**src/rtl/core/ecc_pkg.sv**
```systemverilog
// ----------------------------------------------------------------------------
// ecc_pkg
// Shared types, codes and constants for the electron candidate classifier.
// ----------------------------------------------------------------------------
package ecc_pkg;

    localparam int ECC_NUM_SECTORS = 6;
    localparam int ECC_COEF_WIDTH  = 24;

    localparam int ROW_LEN   = 8;
    localparam int FRAC_BITS = 22;
    localparam int INV_SHIFT = 28;
    localparam int ENERGY_W  = 16;
    localparam int DIV_W     = ENERGY_W + FRAC_BITS;
    localparam int INV_W     = INV_SHIFT + 1;

    localparam logic [11:0] NPHE_CUT_RST  = 12'd32;
    localparam logic [15:0] FL_MIN_E_RST  = 16'd246;
    localparam logic [7:0]  NSIGMA_RST    = 8'd80;

    localparam logic signed [2:0] ELECTRON_CHARGE = -3'sd1;

    localparam logic [1:0] CFG_NPHE_CUT   = 2'd0;
    localparam logic [1:0] CFG_FL_MIN_E   = 2'd1;
    localparam logic [1:0] CFG_NSIGMA_CUT = 2'd2;

    typedef enum logic [2:0] {
        RSN_PASS    = 3'd0,
        RSN_CHARGE  = 3'd1,
        RSN_SECTOR  = 3'd2,
        RSN_NPHE    = 3'd3,
        RSN_ENERGY  = 3'd4,
        RSN_SF      = 3'd5,
        RSN_LOADED  = 3'd6
    } reason_t;

    typedef struct packed {
        logic    valid;
        reason_t reason;
    } ctl_t;

    // Power-up coefficient for sector row k, slot n (mean a0..a3, sigma a0..a3),
    // Q.22 rounded half away from zero from units of 1e-5.
    function automatic logic signed [31:0] ecc_coef_reset(input int k, input int n);
        longint e5;
        longint mag;
        longint r;
        case (n)
            0:       e5 = 64'(23372 + 1000 * k);
            1, 5:    e5 = 64'd100000;
            2:       e5 = -64'(1726 + 500 * k);
            3:       e5 = 64'(50 + 10 * k);
            4:       e5 = 64'(1763 - 100 * k);
            default: e5 = 64'd0;
        endcase
        mag = (e5 < 0) ? -e5 : e5;
        r   = (mag * 64'd4194304 + 64'd50000) / 64'd100000;
        if (e5 < 0)
        begin
            r = -r;
        end
        return 32'(r);
    endfunction

endpackage

```
**src/rtl/core/ecc_div.sv**
```systemverilog
// ----------------------------------------------------------------------------
// ecc_div
// Pipelined restoring divider, one quotient bit per register stage.
// ----------------------------------------------------------------------------
module ecc_div
    import ecc_pkg::*;
#(
    parameter int NUM_W = DIV_W,
    parameter int DEN_W = ENERGY_W
)
(
    input  logic             clk,
    input  logic [NUM_W-1:0] num,
    input  logic [DEN_W-1:0] den,
    output logic [NUM_W-1:0] quo
);

    logic [DEN_W-1:0] rem_reg [NUM_W];
    logic [NUM_W-1:0] num_reg [NUM_W];
    logic [DEN_W-1:0] den_reg [NUM_W];
    logic [NUM_W-1:0] quo_reg [NUM_W];

    genvar i;
    generate
        for (i = 0; i < NUM_W; i++)
        begin : g_stage
            logic [DEN_W-1:0] rem_in;
            logic [NUM_W-1:0] num_in;
            logic [DEN_W-1:0] den_in;
            logic [NUM_W-1:0] quo_in;
            logic [DEN_W:0]   trial;
            logic             fits;

            if (i == 0)
            begin : g_first
                assign rem_in = '0;
                assign num_in = num;
                assign den_in = den;
                assign quo_in = '0;
            end
            else
            begin : g_next
                assign rem_in = rem_reg[i-1];
                assign num_in = num_reg[i-1];
                assign den_in = den_reg[i-1];
                assign quo_in = quo_reg[i-1];
            end

            assign trial = {rem_in, num_in[NUM_W-1]};
            assign fits  = (trial >= {1'b0, den_in});

            always_ff @(posedge clk)
            begin
                rem_reg[i] <= fits ? DEN_W'(trial - {1'b0, den_in}) : DEN_W'(trial);
                num_reg[i] <= {num_in[NUM_W-2:0], 1'b0};
                den_reg[i] <= den_in;
                quo_reg[i] <= {quo_in[NUM_W-2:0], fits};
            end
        end
    endgenerate

    assign quo = quo_reg[NUM_W-1];

endmodule

```
**config.mk**
```make
export PLATFORM = sky130hd
export DESIGN_NAME = ecc_div
export DESIGN_NICKNAME = d
export VERILOG_FILES = /design/src/rtl/core/ecc_pkg.sv /design/src/rtl/core/ecc_div.sv
export SDC_FILE = /design/constraint.sdc
export NUM_CORES = 2
export LEC_CHECK = 0
export ABC_AREA = 1
export ABC_CLOCK_PERIOD_IN_PS = 2050
export BUFFER_PORTS_ARGS = -buffer_cell sky130_fd_sc_hd__clkbuf_2
export CAP_MARGIN = 20
export CORE_UTILIZATION = 45
export DETAILED_ROUTE_END_ITERATION = 8
export HOLD_SLACK_MARGIN = 0.08
export PLACE_DENSITY = 0.59
export SETUP_SLACK_MARGIN = 0.5
export SYNTH_ARGS = -nofsm -noshare
export SYNTH_HDL_FRONTEND = slang
export SYNTH_MEMORY_MAX_BITS = 65536
export SYNTH_SLANG_ARGS = --single-unit
```
**constraint.sdc**
```tcl
create_clock -name clk -period 2.05 [get_ports clk]
set_input_delay 0.3075 -clock clk [delete_from_list [all_inputs] [get_ports clk]]
set_output_delay 0.3075 -clock clk [all_outputs]
set_load 0.02 [all_outputs]
```
After elaboration in Yosys (flattened, before gate mapping)
Memory sizes are Yosys's and may differ from the RTL's.
Index checks and enable logic that the tools add are counted.
- register bits: 0
- RAM bits: 4066
- input bits: 55
- output and inout bits: 38
- word-level logic and storage cells: 118
- memories kept: 4
- memories (name ; words ; width ; read ports ; clocked after Yosys merged registers in ; wr ports ; line ; text):
    quo_reg ; 38 ; 38 ; 38 ; 0 ; 38 ; ecc_div.sv:21 ; logic [NUM_W-1:0] quo_reg [NUM_W];
    num_reg ; 38 ; 37 ; 37 ; 0 ; 38 ; ecc_div.sv:19 ; logic [NUM_W-1:0] num_reg [NUM_W];
    den_reg ; 38 ; 16 ; 37 ; 0 ; 38 ; ecc_div.sv:20 ; logic [DEN_W-1:0] den_reg [NUM_W];
    rem_reg ; 38 ; 16 ; 37 ; 0 ; 38 ; ecc_div.sv:18 ; logic [DEN_W-1:0] rem_reg [NUM_W];
- $add $sub $neg: 38
- $lt $le $gt $ge: 38
- muxes and demuxes: 38
- operators by type and width (kind ; number):
    $ge A17 B16 Y1 ; 37
    $mux W16 ; 38
    $sub A16 B16 Y16 ; 37
    $ge A1 B16 Y1 ; 1
    $sub A1 B16 Y16 ; 1

Depth between registers and ports, before layout
An unclocked memory read counts as a cell.
- depth in word-level cells: 3
- gate-level depth with buffers: 15
- depth with buffers taken out: 13

Worst setup path before layout
No wires, ideal clock.
- path kind: register to register
- start point: memory num_reg[2][36] (netlist name)
- end point: memory rem_reg[2][24] (netlist name)
- library setup time: 113 ps
- data arrival time: 1631 ps
- data required time: 1937 ps
- path slack: 306 ps
- stages on the path, launching flop included: 11
- buffers on the path: 0
- clock period less this slack: 1744 ps
- path through: dfxtp_1 > inv_1 > ha_1 > fa_1 > inv_1 > nand3_1 > nand3_1 > a21oi_1 > or2_2 > nand3_1 > nand2_1
- RTL lines (what ; line):
    start: declaration ; ecc_div.sv:19
    end: declaration ; ecc_div.sv:18

==> flow_summary.toml <==
[floorplan]
initial_core_util_pct = 45.3
die_height_um = 478
coreArea_mm2 = 0.225
die_area_mm2 = 0.228
io_pins = 93
die_w_um = 478
rows = 174

[drt]
wl_um = 262000
detail_route.wl_per_cell_um = 15.5
viasPerCell = 4.68
first_pass_iters = 9
vias = 79300
ant_nets = 0
route.detailed.drc = 4
drtIter0Drc = 4895

[power]
power_frac_clock_pct = 25.5
peakVddDrop_v = 0.000700
p_leak_nw = 66.5
power_frac_seq_pct = 35.2
switching_share_pct = 36.8
p_comb_share_pct = 39.4
power-per-cell-area_mw_per_mm2 = 1500
p_int_mw = 125
p_sw_mw = 72.9

[critical_path]
reg2reg_depth = 13
crit_chain = "ha_4 -> inv_4 -> nor2_4 -> nand2_4 -> nor2_2 -> nand2_1 -> nor2_2 -> nor2_4 -> nand2_4 -> inv_6 -> clkbuf_16 -> nand2_2 -> nand2_2"
required_ns = 2.83
path_max_fanout = 4
r2r_end = "rem_reg[4][59]"
start_kind = "register"
slowest_stage = "dfxtp_1"
cp_top_family = "simple AND/OR/NAND/NOR gates"
path_buf_inv = 3
r2r-start = "rem_reg[4][46]"
reg2reg_slack_ns = 0.16
crit_type = "reg -> reg"
cp.arrival_ns = 2.67
critPathCaptureType = "register"
max_stage_delay_ns = 0.36

[place]
pre_cts_ws_ns = -0.123
io_buffers = 92
globalplace.congestion = 0.907
dpl.hpwl_um = 198000

[global_routing]
grt_pass1_vias = 77500
grt.overflow.total = 0
gr-usage-met3_pct = 2.48
grtUsageTotal_pct = 22.3
antenna_found_initial = 7
grt_pass1_wl_um = 409000
grtUsageMet1_pct = 28.9
grt_util_met2_pct = 38.0
grt_max_degree = 20
busiest_layer = "met2"

[timing]
maxSlewHeadroom_pct = 72.8
timing.final.max_slew_violations = 0
rsz0062_at_grt = "yes"
layout_worst_path_cycle_share_pct = 92.2
max_freq_mhz = 529
fin_crit_ns = 1.89
finalHoldViolations = 0
finClkSkew_ns = 0.0627
hold_ws_ns = 0.167
finalSetupViolations = 0
tightest_slew_ns = 0.407
finalWorstSetupSlack_ns = 0.160

[cells_and_area]
area_growth_pct = 29.3
largest_reg_flops = 741
final_net_count = 14400
drive_above_1_share_pct = 25.1
fillers = 19800

[yosys]
synth_top_family_by_area = "simple AND/OR/NAND/NOR gates"
yosysTopAreaCell = "dfxtp_1"
synthMuxAreaShare_pct = 0
synthSimpleGateAreaFrac_pct = 26.8
yosysMostFrequentCell = "nand2_1"
synth_area_per_cell_um2 = 8.00
synth_xor_xnor_area_share_pct = 1.89
synth_edf_count = 0
yosysWarnings = 0
synth_top_area_share_pct = 51.6
ys_types = 43
synth_nets = 13400
ys_ff_latch = 2628
async_flop_share_pct = 0
synth-main-ff-cell = "dfxtp_1"
synth.area.top_cells = "dfxtp_1 (52%), nand2_1 (16%), inv_1 (8.4%)"
synthTopCellsByCount = "nand2_1 (4387), dfxtp_1 (2628), inv_1 (2291)"
seq_area_frac_synth_pct = 51.6
syn_area_mm2 = 0.102
synth_compound_gate_area_share_pct = 2.20
synthAdderAreaFrac_pct = 8.00
syn_inst = 12700

[job]
maxCapViolCount = 0

[min_path]
whs_path_depth = 4
min-delay-path-class = "in -> reg"
min_from = "num[37]"
hold-path-endpoint = "rem_reg[0][0]"

[clock_tree]
htree_levels = 5
cts_buffer_depth = 4
clkLatencyLatePin_ns = 0.92
cts_tree = "done"
cts_root_buffer = "clkbuf_16"
cts.sinks = 2628
clk_pin_slew_ns = 0.06
cts-buffers-inserted = 287

[status]
violations = "DRC"
status = "finished, violations left"
## what timing repair did
item	CTS	global route
resized for setup	765	665
setup endpoints to repair	650	651
gates cloned	9	17
hold buffers	107	0
buffers inserted	158	154
hold endpoints to repair	70	0
pin swaps	188	245
## worst max-delay path by stage
stage | to | start | slack [ns] | cells after the start
CTS | rem_reg[2][58] | num_reg[2][110] | 0.21 | 11
global placement | rem_reg[2][125] | den_reg[2][98] | -0.08 | 12
floorplan | rem_reg[1][109] | den_reg[1][82] | 0.38 | 15
global route | rem_reg[1][19] | den_reg[1][14] | 0.07 | 12
finish | rem_reg[4][59] | rem_reg[4][46] | 0.16 | 13
detailed placement | rem_reg[2][120] | den_reg[2][98] | -0.12 | 12
## kinds of logic after synthesis
| kind of cell | after synthesis |
|---|---|
| and+or+nand+nor | 6405 |
| DFF | 2628 |
| buffers and inverters | 2431 |
| adders and majority gates | 630 |
| AOI/OAI and AO/OA | 417 |
| xor gates and xnor gates | 220 |
## area by class of cell
type                    count  area [um2]  share of cell area [%]
well taps                2992        3740                    2.84
inverters                2301        8670                    6.58
repair buffers            839        7260                    5.51
multi-input cells        7684       49300                    37.4
clock inverters           123        1490                    1.13
diodes                      3        7.51                 0.00570
clock buffers             358        7810                    5.93
flip-flops and latches   2628       53400                    40.6
## metrics by stage
step           util (%)  setup TNS [ns]  instance area [um2]  total power, mW  cells
3_5_place_dp       50.4           -1.85               113000              138  16000
4_1_cts            57.0               0               128000              194  16800
5_1_grt            58.6               0               132000              212  16900
6_report           58.6               0               132000              198  16900
2_1_floorplan         -               0               108000              119  12700
3_3_place_gp       50.4           -1.58               113000              137  16000
## per-layer routing
| layer | routed length [um] | up-vias | share of wire, % |
|---|---|---|---|
| met1 | 118000 | 36200 | 45 |
| met2 | 124000 | 1693 | 47 |
| met3 | 10000 | 530 | 3.8 |
| li1 | - | 40900 | - |
| met5 | 13 | - | 0.0050 |
| met4 | 9440 | 2 | 3.6 |
## cells in the final DEF (no fill, tap or decap), types with 296 or more instances in the layout
cell type / count
buf_4: 530
clkbuf_16: 296
dfxtp_1: 2087
dfxtp_2: 479
ha_4: 482
inv_1: 2007
nand2_1: 4000
nand2_2: 358
nand3_1: 837
nor2_1: 349
## worst min-delay path, cell delays in order
cell	delay, ns
dlygate4sd3_1	0.53
clkbuf_2	0.11
nand2_1	0.05
o21ai_0	0.06
## power by group through the flow
stage	clock [mW]	sequential, mW	combinational, mW
after floorplan	0	67.3	51.5
after global placement	0	70.1	67.2
after detailed placement	0	70.1	67.8
after CTS	51.9	69.6	72.8
after global routing	54.1	70.5	87.0
final	50.5	69.6	77.9
No activity file was read; power rests on OpenSTA's default activity.
